--- src/design/spte_pkg.sv ---
// Package for the sparse projection top-K encoder: sizes, types and codes.
// Used by every design file except spte_ram; depends on nothing.
package spte_pkg;

  localparam int Dims         = 4096;
  localparam int TopK         = 29;
  localparam int FeatCnt      = 6;
  localparam int ValueWidth   = 16;
  localparam int RowWidth     = 12;
  localparam int RankWidth    = 5;
  localparam int ScoreWidth   = 34;
  localparam int AccWidth     = 35;
  localparam int FloorWidth   = 18;
  localparam int DimsUseWidth = 13;
  localparam int CfgIdxWidth  = 1;
  localparam int CfgDataWidth = 18;
  localparam int ProdWidth    = 2 * ValueWidth;
  localparam int RowWordWidth = FeatCnt * ValueWidth;
  localparam int QueueDepth   = 2;

  localparam logic [FloorWidth-1:0]   FloorReset = 18'sh3FF9C;
  localparam logic [DimsUseWidth-1:0] DimsReset  = 13'd2880;

  typedef enum logic [0:0] {
    ActLoad   = 1'b0,
    ActEncode = 1'b1
  } action_e;

  typedef enum logic [CfgIdxWidth-1:0] {
    CfgFloor = 1'b0,
    CfgDims  = 1'b1
  } cfg_idx_e;

  typedef struct packed {
    logic [0:0]               action;
    logic [RowWidth-1:0]      row;
    logic [RowWordWidth-1:0]  values;
  } cmd_t;

  typedef struct packed {
    logic [RankWidth-1:0]  rank;
    logic [RowWidth-1:0]   dim_index;
    logic [ScoreWidth-1:0] score;
    logic                  last;
  } res_t;

endpackage

--- src/design/spte_front.sv ---
// Front end: accepts command beats into a short queue for the back end.
// Depends on spte_pkg.
module spte_front (
  input  logic              clk_i,
  input  logic              rst_ni,
  input  logic              valid_i,
  output logic              ready_o,
  input  spte_pkg::cmd_t    cmd_i,
  output logic              cmd_valid_o,
  input  logic              cmd_pop_i,
  output spte_pkg::cmd_t    cmd_o
);
  spte_pkg::cmd_t slot_q [spte_pkg::QueueDepth];
  logic [0:0] wp_q, rp_q;
  logic [1:0] cnt_q;
  logic push;

  assign ready_o     = (cnt_q != 2'd2);
  assign push        = valid_i && ready_o;
  assign cmd_valid_o = (cnt_q != 2'd0);
  assign cmd_o       = slot_q[rp_q];

  // Payload slots.
  always_ff @(posedge clk_i) begin
    if (push) slot_q[wp_q] <= cmd_i;
  end

  // Pointers and fill count.
  always_ff @(posedge clk_i or negedge rst_ni) begin
    if (!rst_ni) begin
      wp_q <= '0; rp_q <= '0; cnt_q <= '0;
    end else begin
      if (push) wp_q <= wp_q + 1'b1;
      if (cmd_pop_i) rp_q <= rp_q + 1'b1;
      cnt_q <= cnt_q + {1'b0, push} - {1'b0, cmd_pop_i};
    end
  end
endmodule

--- config.mk ---
export PLATFORM = sky130hd
export DESIGN_NAME = spte_front
export DESIGN_NICKNAME = d
export VERILOG_FILES = /design/src/design/spte_pkg.sv /design/src/design/spte_front.sv
export SDC_FILE = /design/constraint.sdc
export NUM_CORES = 1
export LEC_CHECK = 0
export ABC_AREA = 1
export BUFFER_PORTS_ARGS = -buffer_cell sky130_fd_sc_hd__buf_2
export CAP_MARGIN = 40
export CORE_ASPECT_RATIO = 0.7
export CORE_MARGIN = 2
export CORE_UTILIZATION = 38
export DETAILED_ROUTE_END_ITERATION = 6
export PLACE_DENSITY = 0.58
export SYNTH_ARGS = -nofsm -noshare
export SYNTH_HDL_FRONTEND = slang
export SYNTH_SLANG_ARGS = --single-unit
--- constraint.sdc ---
create_clock -name clk_i -period 12.1 [get_ports clk_i]
set_input_delay 1.21 -clock clk_i [delete_from_list [all_inputs] [get_ports clk_i]]
set_output_delay 1.21 -clock clk_i [all_outputs]
set_load 0.02 [all_outputs]
==> results.yml <==
timing:
  fin_crit_ps: 3770
  hold_slack_ps: 506
  finalSetupViolCount: 0
  tns_ps: 0
  max-slew-margin-rel_pct: 40.7
  tightestPinTransition_ps: 889
  hold_viol_final: 0
  final.period_utilization_pct: 31.1
  rsz0062_at_grt: "no"
  slew_violations: 0
  fin_skew_ps: 17.7
  fmax_mhz: 266
floorplan:
  die_x_um: 184
  rows: 45
  ios: 224
  die_area_um2: 23800
  start_util_pct: 39.1
  core_um2: 21900
  die_y_um: 130
cts:
  clock-sinks: 222
  htreeDepth: 1
  cts_root_buffer: "clkbuf_16"
  clk_latency_ps: 500
  cts_buffer_depth: 3
  post_cts_resized: 0
  holdBufCountCts: 0
  cts_tree: "done"
  cts_setup_buffers: 0
  clkTransAtPathRegs_ps: 60
  cts_buffers: 23
power_and_ir_drop:
  power_density_nw_per_um2: 257
  power_leakage_nw: 4.31
  ir_drop_mv: 0.121
synth:
  avgSynthCellArea_um2: 23.4
  syn-instance-count: 366
  synthDistinctLibCells: 15
  yosysSeqAreaShare_pct: 77.5
  synth-seq-cells: 222
  syn_area_um2: 8570
  synth_nets: 480
  yosysWarnings: 0
placed_design:
  place.gp.congestion: 0.726
  port_buffers: 223
  post-dp-hpwl_um: 10400
final_layout:
  final_cell_mix: "223 x buf_2, 218 x edfxtp_1, 100 x mux2_4"
  final_layout_size_suffix_gt1_share_pct: 59.9
  final_common_cell: "buf_2"
  area_growth_pct: 24.8
  n_fill_cell: 1807
  num_antenna_cells: 0
  final_nets: 724
setup_path:
  path_cells: "buf_4 > mux2_4 > buf_2"
  cpMaxStageDelayCell: "buf_4"
  critPathCaptureType: "primary output"
  reg2reg_to: "slot_q[1][0]$_DFFE_PP_"
  r2r_cells: 6
  path_class: "register to primary output"
  r2r_start: "cnt_q[1]$_DFF_PN0_"
  max_stage_delay_ps: 760
  arrival_ps: 2560
  worstSetupStartpointType: "register"
  r2r_slack_ps: 9630
  path_max_fanout: 48
  crit_required_ps: 10890
global_routing:
  antenna_found_initial: 2
  grt_usage_pct: 12.6
  grt_pass1_wl_um: 23100
  grt_max_degree: 64
  grt_pass1_vias: 4210
  grt-ovfl-total: 0
route:
  via_per_inst: 4.54
  drtPass1Iterations: 4
  drt_iter0_drc: 221
  post-route-drc-count: 0
  ant_nets: 0
  wire_per_inst_um: 17.3
  vias: 4121
  wirelength_um: 15700
status:
  status: "complete, no violations"
flow_run:
  cap_violations: 0
hold_path:
  hp-class: "input port to asynchronous set/reset pin"
[registers in the layout (all words and copies together) (netlist names)]
signal	cells
cnt_q	2
slot_q	218
wp_q	1
rp_q	1
[how the worst max path moves through the flow]
stage                           from                      to  slack, ps
finish              rp_q$_DFFE_PN0P_               cmd_o[73]       8330
floorplan                    valid_i  slot_q[1][0]$_DFFE_PP_       5640
detailed placement  rp_q$_DFFE_PN0P_               cmd_o[73]       8830
global placement    rp_q$_DFFE_PN0P_               cmd_o[75]       8270
CTS                 rp_q$_DFFE_PN0P_               cmd_o[73]       8290
global route        rp_q$_DFFE_PN0P_               cmd_o[73]       8210
[worst max-delay path, delay by kind of cell (launching register included)]
kind	cells	cell delay [ps]
mux	1	360
buf+inv	2	920
flops	1	710
[where the power goes]
part	switching, mW	internal [mW]
combinational	0.535	0.423
sequential	0.0599	1.05
clock	0.272	0.411
total	0.867	1.88
[cells by family after synthesis]
logic type	count (synthesis)	synth area share (%)
AO/OA/AOI/OAI	1	0.0583
XOR/XNOR	1	0.102
adder cells (fa/ha/maj)	1	0.146
buffers and inverters	17	2.74
flip-flops	222	77.5
multiplexers	109	18.7
AND/OR/NAND/NOR	15	0.715
[per-stage QoR]
step	power [mW]	instances	utilization [%]	setup WS, ps	area, um^2
2_1_floorplan	1.89	366	-	5640	8570
3_3_place_gp	2.07	864	45.1	8270	9880
3_5_place_dp	2.10	867	45.5	8830	9960
4_1_cts	2.79	908	48.8	8290	10700
5_1_grt	2.88	908	48.8	8210	10700
6_report	2.75	908	48.8	8330	10700
[metal layers]
layer	track usage [%]	wire length (um)
met1	16.8	7030
met2	18.5	6490
met3	6.04	1770
met4	3.25	358
met5	0	16
[area by class of cell]
class                   instances  area, um^2  share of cell area [%]
clock buffers                  26         587                    5.49
well taps                     282         353                    3.30
repair buffers                231        1240                    11.6
flip-flops and latches        222        6650                    62.2
inverters                       5        18.8                   0.175
clock inverters                15         146                    1.37
multi-input cells             127        1710                    15.9
[cell usage after synthesis]
library cell,instances,area (um^2)
buf_6,1,11.3
edfxtp_1,218,6550
mux2_4,100,1500
xor2_1,1,8.76
inv_1,5,18.8
a21oi_1,1,5.00
buf_12,10,200
buf_2,1,5.00
ha_1,1,12.5
nand3b_1,1,7.51
nand2_1,10,37.5
mux2_2,9,101
nand3_1,1,5.00
dfrtp_1,4,100
nor2_1,3,11.3
No activity file was read; power rests on OpenSTA's default activity.
